[src/rtl/hwpd_pkg.sv]
// ----------------------------------------------------------------------------
// hwpd_pkg: shared types and constants for the haptic wall PD controller
// Field widths, fixed-point formats, register indexes and sequencer states.
// ----------------------------------------------------------------------------
`default_nettype none

package hwpd_pkg;

   // fixed-point formats
   localparam int ANGLE_W   = 12;               // encoder angle and bound registers
   localparam int FRAC_BITS = 8;                // fraction bits of force and current
   localparam int GAIN_FRAC = 16;               // fraction bits of the Q8.16 gains
   localparam int GAIN_W    = 24;
   localparam int CSR_W     = 24;               // widest register
   localparam int CSR_AW    = 3;
   localparam int FORCE_W   = 25;               // measured force input
   localparam int OUT_W     = 21;               // both result fields

   // derived datapath widths
   localparam int FULL_W = ANGLE_W + FRAC_BITS;          // full wall force, fixed point
   localparam int PROD_W = FULL_W + ANGLE_W;             // full * distance
   localparam int DIVD_W = PROD_W + 2;                   // 2*full*distance + span
   localparam int DVSR_W = ANGLE_W + 1;                  // 2*span
   localparam int REM_W  = DVSR_W + 1;
   localparam int ERR_W  = FORCE_W + FRAC_BITS + 1;      // error
   localparam int DIFF_W = ERR_W + 1;                    // error change
   localparam int ACC_W  = DIFF_W + GAIN_W + 1;          // sum of both products
   localparam int CUR_W  = ACC_W - GAIN_FRAC;            // current before limiting
   localparam int CNT_W  = 6;

   localparam logic [ACC_W-1:0] ROUND_HALF = ACC_W'(1) << (GAIN_FRAC - 1);

   // register indexes
   localparam logic [CSR_AW-1:0] REG_WALL_LOW       = 3'd0;
   localparam logic [CSR_AW-1:0] REG_FREE_LOW       = 3'd1;
   localparam logic [CSR_AW-1:0] REG_FREE_HIGH      = 3'd2;
   localparam logic [CSR_AW-1:0] REG_WALL_HIGH      = 3'd3;
   localparam logic [CSR_AW-1:0] REG_WALL_FORCE_MAX = 3'd4;
   localparam logic [CSR_AW-1:0] REG_PROP_GAIN      = 3'd5;
   localparam logic [CSR_AW-1:0] REG_DERIV_GAIN     = 3'd6;
   localparam logic [CSR_AW-1:0] REG_CURRENT_LIMIT  = 3'd7;

   // register reset values
   localparam logic [ANGLE_W-1:0] RST_WALL_LOW       = 12'd2050;
   localparam logic [ANGLE_W-1:0] RST_FREE_LOW       = 12'd2450;
   localparam logic [ANGLE_W-1:0] RST_FREE_HIGH      = 12'd3050;
   localparam logic [ANGLE_W-1:0] RST_WALL_HIGH      = 12'd3450;
   localparam logic [ANGLE_W-1:0] RST_WALL_FORCE_MAX = 12'd500;
   localparam logic [GAIN_W-1:0]  RST_PROP_GAIN      = 24'd6554;
   localparam logic [GAIN_W-1:0]  RST_DERIV_GAIN     = 24'd327680;
   localparam logic [ANGLE_W-1:0] RST_CURRENT_LIMIT  = 12'd800;

   // sequencer states
   typedef enum logic [3:0] {
      ST_IDLE,
      ST_SETUP,
      ST_DIV,
      ST_SIGN,
      ST_ERR,
      ST_MULP,
      ST_DIFF,
      ST_MULD,
      ST_ROUND,
      ST_FINISH
   } state_type;

endpackage

`default_nettype wire

[src/rtl/haptic_wall_pd_controller.sv]
// ----------------------------------------------------------------------------
// haptic_wall_pd_controller: wall force profile and PD current command
// Maps the angle to a target force, then runs a PD step with saturation.
// ----------------------------------------------------------------------------
//
//   channel | ports                                       | dir | handshake
//   --------+---------------------------------------------+-----+-------------
//   req     | req_angle, req_measured_force               | in  | valid/ready
//   rsp     | rsp_current_cmd, rsp_force_target           | out | valid/ready
//   csr     | csr_addr, csr_wdata                         | in  | csr_we only
//
// One item at a time, sequenced around a single 60-bit add/sub unit.
// Ramp angles run a 34-step divide and two 24-step shift-add multiplies;
// other angles skip the divide. req_ready returns in the same cycle that
// rsp_valid rises. A waiting result lets the
// next item in but holds it in its finish step until rsp_ready.
// Synchronous reset loads the register defaults and clears last error.
`default_nettype none

module haptic_wall_pd_controller (
   input  wire                                   clock,
   input  wire                                   reset,
   input  wire                                   req_valid,
   output logic                                  req_ready,
   input  wire  [hwpd_pkg::ANGLE_W-1:0]          req_angle,
   input  wire  signed [hwpd_pkg::FORCE_W-1:0]   req_measured_force,
   output logic                                  rsp_valid,
   input  wire                                   rsp_ready,
   output logic signed [hwpd_pkg::OUT_W-1:0]     rsp_current_cmd,
   output logic signed [hwpd_pkg::OUT_W-1:0]     rsp_force_target,
   input  wire                                   csr_we,
   input  wire  [hwpd_pkg::CSR_AW-1:0]           csr_addr,
   input  wire  [hwpd_pkg::CSR_W-1:0]            csr_wdata
);

   localparam int ANGLE_W = hwpd_pkg::ANGLE_W;
   localparam int FRAC    = hwpd_pkg::FRAC_BITS;
   localparam int GAIN_W  = hwpd_pkg::GAIN_W;
   localparam int FORCE_W = hwpd_pkg::FORCE_W;
   localparam int OUT_W   = hwpd_pkg::OUT_W;
   localparam int FULL_W  = hwpd_pkg::FULL_W;
   localparam int PROD_W  = hwpd_pkg::PROD_W;
   localparam int DIVD_W  = hwpd_pkg::DIVD_W;
   localparam int DVSR_W  = hwpd_pkg::DVSR_W;
   localparam int REM_W   = hwpd_pkg::REM_W;
   localparam int ERR_W   = hwpd_pkg::ERR_W;
   localparam int DIFF_W  = hwpd_pkg::DIFF_W;
   localparam int ACC_W   = hwpd_pkg::ACC_W;
   localparam int CUR_W   = hwpd_pkg::CUR_W;
   localparam int CNT_W   = hwpd_pkg::CNT_W;

   // configuration registers
   logic [ANGLE_W-1:0] wall_low_ff, free_low_ff, free_high_ff, wall_high_ff;
   logic [ANGLE_W-1:0] wall_force_max_ff, current_limit_ff;
   logic [GAIN_W-1:0]  prop_gain_ff, deriv_gain_ff;

   // sequencer and datapath registers
   hwpd_pkg::state_type       state_ff, state_in;
   logic [ANGLE_W-1:0]        angle_ff;
   logic signed [FORCE_W-1:0] meas_ff;
   logic                      ramp_neg_ff, ramp_neg_in;
   logic [DIVD_W-1:0]         divd_ff, divd_in;
   logic [REM_W-1:0]          rem_ff, rem_in;
   logic [DVSR_W-1:0]         dvsr_ff, dvsr_in;
   logic [CNT_W-1:0]          cnt_ff, cnt_in;
   logic signed [OUT_W-1:0]   target_ff, target_in;
   logic signed [ERR_W-1:0]   err_ff, err_in;
   logic signed [ERR_W-1:0]   last_err_ff, last_err_in;
   logic [ACC_W-1:0]          mcand_ff, mcand_in;
   logic [GAIN_W-1:0]         mplier_ff, mplier_in;
   logic [ACC_W-1:0]          acc_ff, acc_in;
   logic                      rsp_valid_ff, rsp_valid_in;
   logic signed [OUT_W-1:0]   cur_out_ff, cur_out_in;
   logic signed [OUT_W-1:0]   tgt_out_ff, tgt_out_in;

   // shared add/sub unit
   logic [ACC_W-1:0] add_a, add_b, add_res;
   logic             add_sub;

   // profile decode
   logic [FULL_W-1:0]  full;
   logic               at_low_wall, at_high_wall, in_free, on_left;
   logic [ANGLE_W-1:0] ramp_dist, span;
   logic [PROD_W-1:0]  prod;
   logic [REM_W-1:0]   div_shift;
   logic               div_ok;
   logic [OUT_W-1:0]   quot;
   logic signed [CUR_W-1:0] cur, lim;
   logic               load_out;
   logic               accept;

   assign accept    = req_valid && req_ready;
   assign req_ready = (state_ff == hwpd_pkg::ST_IDLE);
   assign rsp_valid        = rsp_valid_ff;
   assign rsp_current_cmd  = cur_out_ff;
   assign rsp_force_target = tgt_out_ff;

   assign add_res = add_a + (add_sub ? ~add_b : add_b) + ACC_W'(add_sub);

   // angle profile decode, used in the setup step
   assign full         = {wall_force_max_ff, {FRAC{1'b0}}};
   assign at_low_wall  = (angle_ff <= wall_low_ff);
   assign at_high_wall = (angle_ff >= wall_high_ff);
   assign in_free      = (angle_ff >= free_low_ff) && (angle_ff <= free_high_ff);
   assign on_left      = (angle_ff < free_low_ff);
   assign ramp_dist = on_left ? (free_low_ff - angle_ff) : (angle_ff - free_high_ff);
   assign span = on_left ? (free_low_ff - wall_low_ff) : (wall_high_ff - free_high_ff);
   assign prod = full * ramp_dist;

   // restoring divide step: bring down one dividend bit, trial subtract
   assign div_shift = {rem_ff[REM_W-2:0], divd_ff[DIVD_W-1]};
   assign div_ok    = !add_res[ACC_W-1];
   assign quot      = {1'b0, divd_ff[OUT_W-2:0]};

   // rounded current and its limit
   assign cur  = $signed(acc_ff[ACC_W-1:hwpd_pkg::GAIN_FRAC]);
   assign lim  = $signed({{(CUR_W-FULL_W){1'b0}}, current_limit_ff, {FRAC{1'b0}}});
   assign load_out = (state_ff == hwpd_pkg::ST_FINISH) && (!rsp_valid_ff || rsp_ready);

   // configuration writes
   always_ff @(posedge clock) begin
      if (reset) begin
         wall_low_ff       <= hwpd_pkg::RST_WALL_LOW;
         free_low_ff       <= hwpd_pkg::RST_FREE_LOW;
         free_high_ff      <= hwpd_pkg::RST_FREE_HIGH;
         wall_high_ff      <= hwpd_pkg::RST_WALL_HIGH;
         wall_force_max_ff <= hwpd_pkg::RST_WALL_FORCE_MAX;
         prop_gain_ff      <= hwpd_pkg::RST_PROP_GAIN;
         deriv_gain_ff     <= hwpd_pkg::RST_DERIV_GAIN;
         current_limit_ff  <= hwpd_pkg::RST_CURRENT_LIMIT;
      end else if (csr_we) begin
         unique case (csr_addr)
            hwpd_pkg::REG_WALL_LOW:       wall_low_ff       <= csr_wdata[ANGLE_W-1:0];
            hwpd_pkg::REG_FREE_LOW:       free_low_ff       <= csr_wdata[ANGLE_W-1:0];
            hwpd_pkg::REG_FREE_HIGH:      free_high_ff      <= csr_wdata[ANGLE_W-1:0];
            hwpd_pkg::REG_WALL_HIGH:      wall_high_ff      <= csr_wdata[ANGLE_W-1:0];
            hwpd_pkg::REG_WALL_FORCE_MAX: wall_force_max_ff <= csr_wdata[ANGLE_W-1:0];
            hwpd_pkg::REG_PROP_GAIN:      prop_gain_ff      <= csr_wdata[GAIN_W-1:0];
            hwpd_pkg::REG_DERIV_GAIN:     deriv_gain_ff     <= csr_wdata[GAIN_W-1:0];
            hwpd_pkg::REG_CURRENT_LIMIT:  current_limit_ff  <= csr_wdata[ANGLE_W-1:0];
            default: ;
         endcase
      end
   end

   // next state
   always_comb begin
      state_in = state_ff;
      unique case (state_ff)
         hwpd_pkg::ST_IDLE:
            if (accept) state_in = hwpd_pkg::ST_SETUP;
         hwpd_pkg::ST_SETUP:
            if (at_low_wall || at_high_wall || in_free || (span == '0)) begin
               state_in = hwpd_pkg::ST_ERR;
            end else begin
               state_in = hwpd_pkg::ST_DIV;
            end
         hwpd_pkg::ST_DIV:
            if (cnt_ff == '0) state_in = hwpd_pkg::ST_SIGN;
         hwpd_pkg::ST_SIGN:  state_in = hwpd_pkg::ST_ERR;
         hwpd_pkg::ST_ERR:   state_in = hwpd_pkg::ST_MULP;
         hwpd_pkg::ST_MULP:
            if (cnt_ff == '0) state_in = hwpd_pkg::ST_DIFF;
         hwpd_pkg::ST_DIFF:  state_in = hwpd_pkg::ST_MULD;
         hwpd_pkg::ST_MULD:
            if (cnt_ff == '0) state_in = hwpd_pkg::ST_ROUND;
         hwpd_pkg::ST_ROUND: state_in = hwpd_pkg::ST_FINISH;
         hwpd_pkg::ST_FINISH:
            if (load_out) state_in = hwpd_pkg::ST_IDLE;
         default: state_in = hwpd_pkg::ST_IDLE;
      endcase
   end

   // datapath controls and register next values
   always_comb begin
      add_a       = '0;
      add_b       = '0;
      add_sub     = 1'b0;
      ramp_neg_in = ramp_neg_ff;
      divd_in     = divd_ff;
      rem_in      = rem_ff;
      dvsr_in     = dvsr_ff;
      cnt_in      = cnt_ff;
      target_in   = target_ff;
      err_in      = err_ff;
      last_err_in = last_err_ff;
      mcand_in    = mcand_ff;
      mplier_in   = mplier_ff;
      acc_in      = acc_ff;
      unique case (state_ff)
         hwpd_pkg::ST_SETUP: begin
            // walls first, then free zone, then the two ramps
            ramp_neg_in = on_left;
            divd_in     = {prod, 1'b0} + DIVD_W'(span);
            dvsr_in     = {span, 1'b0};
            rem_in      = '0;
            cnt_in      = CNT_W'(DIVD_W - 1);
            if (at_low_wall) begin
               target_in = -$signed({1'b0, full});
            end else if (at_high_wall) begin
               target_in = $signed({1'b0, full});
            end else begin
               target_in = '0;
            end
         end
         hwpd_pkg::ST_DIV: begin
            add_a   = ACC_W'(div_shift);
            add_b   = ACC_W'(dvsr_ff);
            add_sub = 1'b1;
            rem_in  = div_ok ? add_res[REM_W-1:0] : div_shift;
            divd_in = {divd_ff[DIVD_W-2:0], div_ok};
            cnt_in  = cnt_ff - 1'b1;
         end
         hwpd_pkg::ST_SIGN:
            target_in = ramp_neg_ff ? -$signed(quot) : $signed(quot);
         hwpd_pkg::ST_ERR: begin
            // target minus scaled reading; always within the error width
            add_a     = {{(ACC_W-OUT_W){target_ff[OUT_W-1]}}, target_ff};
            add_b     = {{(ACC_W-FORCE_W-FRAC){meas_ff[FORCE_W-1]}}, meas_ff,
                         {FRAC{1'b0}}};
            add_sub   = 1'b1;
            err_in    = $signed(add_res[ERR_W-1:0]);
            mcand_in  = {{(ACC_W-ERR_W){add_res[ERR_W-1]}}, add_res[ERR_W-1:0]};
            mplier_in = prop_gain_ff;
            acc_in    = '0;
            cnt_in    = CNT_W'(GAIN_W - 1);
         end
         hwpd_pkg::ST_MULP, hwpd_pkg::ST_MULD: begin
            // shift-add, gain LSB first
            add_a     = acc_ff;
            add_b     = mcand_ff;
            acc_in    = mplier_ff[0] ? add_res : acc_ff;
            mcand_in  = {mcand_ff[ACC_W-2:0], 1'b0};
            mplier_in = {1'b0, mplier_ff[GAIN_W-1:1]};
            cnt_in    = cnt_ff - 1'b1;
         end
         hwpd_pkg::ST_DIFF: begin
            // error change; both operands fit the error width, so no overflow
            add_a       = {{(ACC_W-ERR_W){err_ff[ERR_W-1]}}, err_ff};
            add_b       = {{(ACC_W-ERR_W){last_err_ff[ERR_W-1]}}, last_err_ff};
            add_sub     = 1'b1;
            mcand_in    = {{(ACC_W-DIFF_W){add_res[DIFF_W-1]}}, add_res[DIFF_W-1:0]};
            mplier_in   = deriv_gain_ff;
            last_err_in = err_ff;
            cnt_in      = CNT_W'(GAIN_W - 1);
         end
         hwpd_pkg::ST_ROUND: begin
            add_a  = acc_ff;
            add_b  = hwpd_pkg::ROUND_HALF;
            acc_in = add_res;
         end
         default: ;
      endcase
   end

   // output register
   always_comb begin
      rsp_valid_in = rsp_valid_ff;
      cur_out_in   = cur_out_ff;
      tgt_out_in   = tgt_out_ff;
      if (load_out) begin
         rsp_valid_in = 1'b1;
         tgt_out_in   = target_ff;
         if (cur > lim) begin
            cur_out_in = lim[OUT_W-1:0];
         end else if (cur < -lim) begin
            cur_out_in = -lim[OUT_W-1:0];
         end else begin
            cur_out_in = cur[OUT_W-1:0];
         end
      end else if (rsp_ready) begin
         rsp_valid_in = 1'b0;
      end
   end

   // control registers
   always_ff @(posedge clock) begin
      if (reset) begin
         state_ff     <= hwpd_pkg::ST_IDLE;
         rsp_valid_ff <= 1'b0;
         last_err_ff  <= '0;
      end else begin
         state_ff     <= state_in;
         rsp_valid_ff <= rsp_valid_in;
         last_err_ff  <= last_err_in;
      end
   end

   // payload registers
   always_ff @(posedge clock) begin
      if (accept) begin
         angle_ff <= req_angle;
         meas_ff  <= req_measured_force;
      end
      ramp_neg_ff <= ramp_neg_in;
      divd_ff     <= divd_in;
      rem_ff      <= rem_in;
      dvsr_ff     <= dvsr_in;
      cnt_ff      <= cnt_in;
      target_ff   <= target_in;
      err_ff      <= err_in;
      mcand_ff    <= mcand_in;
      mplier_ff   <= mplier_in;
      acc_ff      <= acc_in;
      cur_out_ff  <= cur_out_in;
      tgt_out_ff  <= tgt_out_in;
   end

`ifndef SYNTHESIS
   // a transfer always starts the setup step
   a_accept_setup: assert property (@(posedge clock) disable iff (reset)
      accept |=> (state_ff == hwpd_pkg::ST_SETUP))
      else $error("transfer did not start setup");

   // divider remainder stays below the divisor
   a_div_rem: assert property (@(posedge clock) disable iff (reset)
      (state_ff == hwpd_pkg::ST_DIV) |-> (REM_W'(dvsr_ff) > rem_ff))
      else $error("divider remainder out of range");

   // a new result appears only from the finish step
   a_rsp_source: assert property (@(posedge clock) disable iff (reset)
      $rose(rsp_valid_ff) |-> ($past(state_ff) == hwpd_pkg::ST_FINISH))
      else $error("result raised outside finish step");

   // no second item is taken right after a transfer
   a_busy: assert property (@(posedge clock) disable iff (reset)
      accept |=> !req_ready)
      else $error("ready right after transfer");
`endif

endmodule

`default_nettype wire
[config.mk]
export PLATFORM = sky130hd
export DESIGN_NAME = haptic_wall_pd_controller
export DESIGN_NICKNAME = d
export VERILOG_FILES = /design/src/rtl/hwpd_pkg.sv /design/src/rtl/haptic_wall_pd_controller.sv
export SDC_FILE = /design/constraint.sdc
export NUM_CORES = 2
export LEC_CHECK = 0
export BUFFER_PORTS_ARGS = -buffer_cell sky130_fd_sc_hd__buf_2
export CAP_MARGIN = 30
export CORE_MARGIN = 1.5
export CORE_UTILIZATION = 35
export CTS_CLUSTER_SIZE = 10
export DETAILED_ROUTE_END_ITERATION = 7
export PLACE_DENSITY_LB_ADDON = 0.1
export SKIP_CTS_REPAIR_TIMING = 1
export SYNTH_ARGS = -nofsm -noshare
export SYNTH_HDL_FRONTEND = slang
export SYNTH_SLANG_ARGS = --single-unit
export TNS_END_PERCENT = 100
[constraint.sdc]
create_clock -name clock -period 9 [get_ports clock]
set_input_delay 2.7 -clock clock [delete_from_list [all_inputs] [get_ports clock]]
set_output_delay 2.7 -clock clock [all_outputs]
set_load 0.05 [all_outputs]
Yosys cells after proc, flatten, opt, wreduce, memory -nomap -nowiden
Cells that the tools add are included.
{"block": "word_totals", "register_bits": 503, "out_inout_bits": 44}
{"block": "op_classes", "n_addsub": 12, "mul": 1, "order_cmp": 7, "n_eq_ne": 22, "muxes": 29, "bitwise_logic": 1, "n_reduce_logical": 34}
{"operator": "$pmux 60 s3", "count": 2}
{"operator": "$pmux 60 s5", "count": 1}
{"operator": "$pmux 60 s4", "count": 1}
{"operator": "$mux 60", "count": 2}
{"operator": "$pmux 24 s3", "count": 1}
{"operator": "$pmux 34 s2", "count": 1}
{"operator": "$mux 21", "count": 3}
{"operator": "$neg 20->21", "count": 3}
{"operator": "$add 60x1->60", "count": 1}
{"operator": "$add 60x60->60", "count": 1}
{"operator": "$not 60->60", "count": 1}
{"operator": "$sub 12x12->12", "count": 4}
{"operator": "$gt 44x21->1", "count": 1}
{"operator": "$lt 44x44->1", "count": 1}
{"operator": "$neg 20->44", "count": 1}
{"operator": "$pmux 21 s2", "count": 1}
{"operator": "$mux 20", "count": 2}
{"operator": "$pmux 4 s10", "count": 1}
{"operator": "$add 33x12->34", "count": 1}
{"operator": "$pmux 13 s2", "count": 1}
{"operator": "$ge 12x12->1", "count": 2}
{"operator": "$le 12x12->1", "count": 2}
{"operator": "$mul 12x12->24", "count": 1}
{"operator": "$mux 12", "count": 2}
{"operator": "29 further kinds", "count": 69}

Depth between registers and ports, before layout
{"block": "logic_depth", "depth_word": 9, "depth_mapped": 36}

Least setup slack after synthesis
Ideal clock, no wire load.
{"block": "synth_timing", "kind": "register -> register", "start": "register free_low_ff[0]", "end": "register divd_ff[33], data pin", "t_arrival_ps": 8291, "slack_ps": 539, "stages_incl_launch_ff": 33, "path_buffers": 3, "path_cell_list": "dfxtp_1 > inv_1 > ha_1 > inv_1 > fa_1 > a21o_1 > a21o_1 > a221o_1 > a221o_1 > o31ai_1 > clkbuf_1 > clkbuf_1 > clkbuf_1 > nor4_1 > nor4_1 > fa_1 > fa_1 > inv_1 > fa_1 > fa_1 > inv_1 > fa_1 > inv_1 > ha_1 > a21o_1 > or3_1 > a21oi_1 > o31ai_1 > o41ai_1 > xnor2_1 > inv_1 > or4_1 > o31ai_1"}
{"block": "synth_via", "elab_chain_cells": 5, "word_cells_on_any_way": 8}
{"item": "start: declaration", "line": "haptic_wall_pd_controller.sv:53", "rtl": "logic [ANGLE_W-1:0] wall_low_ff, free_low_ff, free_high_ff, wall_high_ff;"}
{"item": "start signal: assignment", "line": "haptic_wall_pd_controller.sv:124", "rtl": "free_low_ff <= hwpd_pkg::RST_FREE_LOW;"}
{"item": "start signal: assignment", "line": "haptic_wall_pd_controller.sv:134", "rtl": "hwpd_pkg::REG_FREE_LOW: free_low_ff <= csr_wdata[ANGLE_W-1:0];"}
{"item": "$sub 12x12->12 or $lt 12x12->1 (tied branches)", "line": "haptic_wall_pd_controller.sv:106, haptic_wall_pd_controller.sv:105"}
{"item": "$mux 12", "line": "haptic_wall_pd_controller.sv:106", "rtl": "assign ramp_dist = on_left ? (free_low_ff - angle_ff) : (angle_ff - free_high_ff);"}
{"item": "$mul 12x12->24", "line": "haptic_wall_pd_controller.sv:108", "rtl": "assign prod = full * ramp_dist;"}
{"item": "$add 33x12->34 (*)", "line": "haptic_wall_pd_controller.sv:194", "rtl": "divd_in = {prod, 1'b0} + DIVD_W'(span);"}
{"item": "$pmux 34 s2 (*)", "line": "haptic_wall_pd_controller.sv:190", "rtl": "unique case (state_ff)"}
{"item": "via divd_in[33]", "line": "haptic_wall_pd_controller.sv:62", "rtl": "logic [DIVD_W-1:0] divd_ff, divd_in;"}
{"item": "end signal: assignment", "line": "haptic_wall_pd_controller.sv:296", "rtl": "divd_ff <= divd_in;"}
{"item": "end: declaration", "line": "haptic_wall_pd_controller.sv:62"}
The timed path passes the listed nets; every way through them passes the cells marked *.
A chain may end at the register's enable or synchronous reset.

Worst setup path after layout
Same ends and word-level chain as after synthesis.

==> metrics <==
status=finished clean; CTS tree=built; most frequent cells in the layout=nand2_1 (717), edfxtp_1 (344), inv_1 (281), a21oi_1 (280), ha_1 (246); clk sinks=~500; Ys Warns=0; Finished Cell Area=a little under 0.04 mm^2; Final HPWL DP=~82 mm; worst path required time=9470 ps; register share of total power=approximately 20%; Std-Cell Rows=roughly 120; Mapped Cells=a little under 4000; Vias/cell=between 5 and 6; number of synthesized flops with an enable pin=about 340; initial DRC count=approximately 2300; final setup fails=0; area delta synth->final=11.68%; Avg Inst Size Synth=8.981 um^2; drt wl/cell=between 20 and 25 um; clk buf depth=3; vias=about 28000; Die Width=~320 um; Pleak=0.01631 uW; Yosys top cell area share=between 20% and 30%; Antenna Nets Post-Route=0; vias in the first global route=approximately 27000; Comb power frac=between 60% and 70%; Post-Route WL=around 110 mm; Total Power=about 17000 uW; area leader, netlist=edfxtp_1; dpl cells=approximately 5100; Net Sw Frac=47.82%; nets=between 4000 and 5000; hold_ws=around 450 ps; Final Skew=slightly below 40 ps; CTS clk-pin slew, worst paths=about 60 ps; most common cell after layout, fill and taps aside=nand2_1; max-slew violation count=0; crit path time final=about 8500 ps; Synth Register Bits=between 500 and 600; Post-Syn Area=0.03476 mm^2; Slew HR=approximately a third; grt total ovfl=0; delay-heaviest family, CP=adder cells; synth top area cells=edfxtp_1 (30%), dfxtp_1 (9.2%), ha_1 (8.9%), nand2_1 (7.8%), fa_1 (6.1%); I/O pin cnt=113; CTS H-tree depth=2; Hold Vio Cnt, Final=0; GRT Total Usage=between 20% and 30%; clk root buf=clkbuf_16; post-synth cell types=83; flop-to-flop setup slack=about 460 ps; DRC violations left=0; global-route wire length before repair=about 170 mm; NetSw=approximately 8400 uW; CP Class=reg2reg; fmax=around 120 MHz; worst vdd ir=between 0.001 and 0.0015 V; crit start category=register; P_int=about 9100 uW; Crit path largest cell delay=roughly 650 ps; Clock power frac=about 14%; number of port buffers=approximately 110; Multi-input gate area=roughly 0.019 mm^2; slowest stage cell, crit path=or4b_2; Pwr Density=449.9 mW/mm^2; Hold Crit Class=reg2reg; DRT Pass-1 Iters=6; max-cap check violation count=0; predominant post-synthesis flop cell=edfxtp_1; WP buf/inv=6; ratio of cells with drive above 1 in the final layout=under 10%; Synth Net Count=between 4000 and 5000; Routability Congestion=approximately 0.9; Initial Util=35.31%; Crit path arrival time=approximately 9000 ps; Filler cells=10140; sequential standard cell area=approximately 0.014 mm^2; sequential fraction of the synthesis area=38.88%; CTS Buf Count=61; Setup TNS=0 ps; CORE AREA=around 0.098 mm^2; final period utilization=about 95%; worst-margin pin slew=994.1 ps; Setup crit end kind=register; initial antenna violation count=12; Non-Filler Instances=about 5200; die footprint=0.1012 mm^2; Async SR Flop Fraction=0%; Chip Height=318.1 um; Max FO, Critical Path=12; CP dominant cell by count=fa_1; Worst-Skew Late Latency=slightly below 700 ps; largest net degree at the start of global routing=between 80 and 90; DP Area=0.03678 mm^2
==> sequential cells by signal (all words and copies together), names as in the netlist, 24 cells and up <==
register / flops
deriv_gain_ff: 24
prop_gain_ff: 24
divd_ff: 34
mcand_ff: 60
acc_ff: 60
err_ff: 34
last_err_ff: 34
mplier_ff: 24
meas_ff: 25
==> logic make-up (layout without fill, tap and decap cells) <==
logic type | count (synthesis) | after routing | synth area share, %
compound gates | 867 | 867 | 15.81
xor+xnor | 159 | 159 | 4.007
fa+ha+maj | 352 | 352 | 14.96
buf+inv | 513 | 597 | 5.753
flops | 503 | 503 | 38.88
mux | 46 | 46 | 1.404
other cells | 0 | 6 | 0
simple gates | 1430 | 1430 | 19.19
==> power groups by stage <==
stage	sequential, uW	clock, uW	combinational [uW]
CTS	3520	2500	11600
global placement	3560	0	11500
detailed placement	3560	0	11400
finish	3520	2430	11500
floorplan	3440	0	8490
global route	3550	2570	13100
==> final timing paths <==
path | from | end | cells after the start
setup / recovery | free_low_ff[0] | divd_ff[33] | 29
hold / removal | wall_low_ff[9] | wall_low_ff[9] | 2
setup reg to reg | free_low_ff[0] | divd_ff[33] | 29
hold reg to reg | wall_low_ff[9] | wall_low_ff[9] | 2
==> cell usage after synthesis (all sizes together), types with 23 or more instances <==
library cell and number:
nand3 67, dfxtp 159, edfxtp 344, xor2 71
nor3 45, fa 106, nand2 718, nor2b 57
a21oi 285, nand3b 42, nand2b 33, a22oi 42
inv 283, ha 246, nor4 27, mux2i 24
buf 34, xnor2 88, clkbuf 196, and2 51
a21o 105, o21ai 203, nand4 58, nor2 225
o31ai 23
==> final cells by class <==
class / count / share of cell area [%]
sequential: 503 / 34.83
clock buffer: 108 / 4.784
clock inverter: 8 / 0.2289
inverter: 283 / 2.750
timing repair buffer: 198 / 3.236
multi-input combinational: 2854 / 49.99
antenna: 6 / 0.03868
tap: 1287 / 4.149
==> routing by layer <==
metal	GRT usage [%]	share of wire (%)	up-vias
li1	-	-	13630
met1	31.55	47	13590
met2	35.52	45	629
met3	3.441	5.3	132
met4	4.763	2.1	10
met5	0	0.048	-
==> worst reg2reg max path, delay by kind of cell (launching register included) <==
| kind | cells | cell delay, ps |
|---|---|---|
| AND/OR/NAND/NOR | 3 | 1550 |
| AO/OA/AOI/OAI | 11 | 2480 |
| buffers and inverters | 6 | 460 |
| flip-flops | 1 | 310 |
| XOR/XNOR | 1 | 210 |
| adder cells (fa/ha/maj) | 8 | 3350 |
==> metrics by stage <==
stage | setup WS (ps) | util [%]
after floorplan | 539.4 | -
after global placement | 261.5 | 37.34
after detailed placement | 170.2 | 37.37
after CTS | 154.5 | 39.35
after global routing | -5.251 | 39.42
final | 456.3 | 39.44
Note: power is estimated with default switching activity, not from simulation.
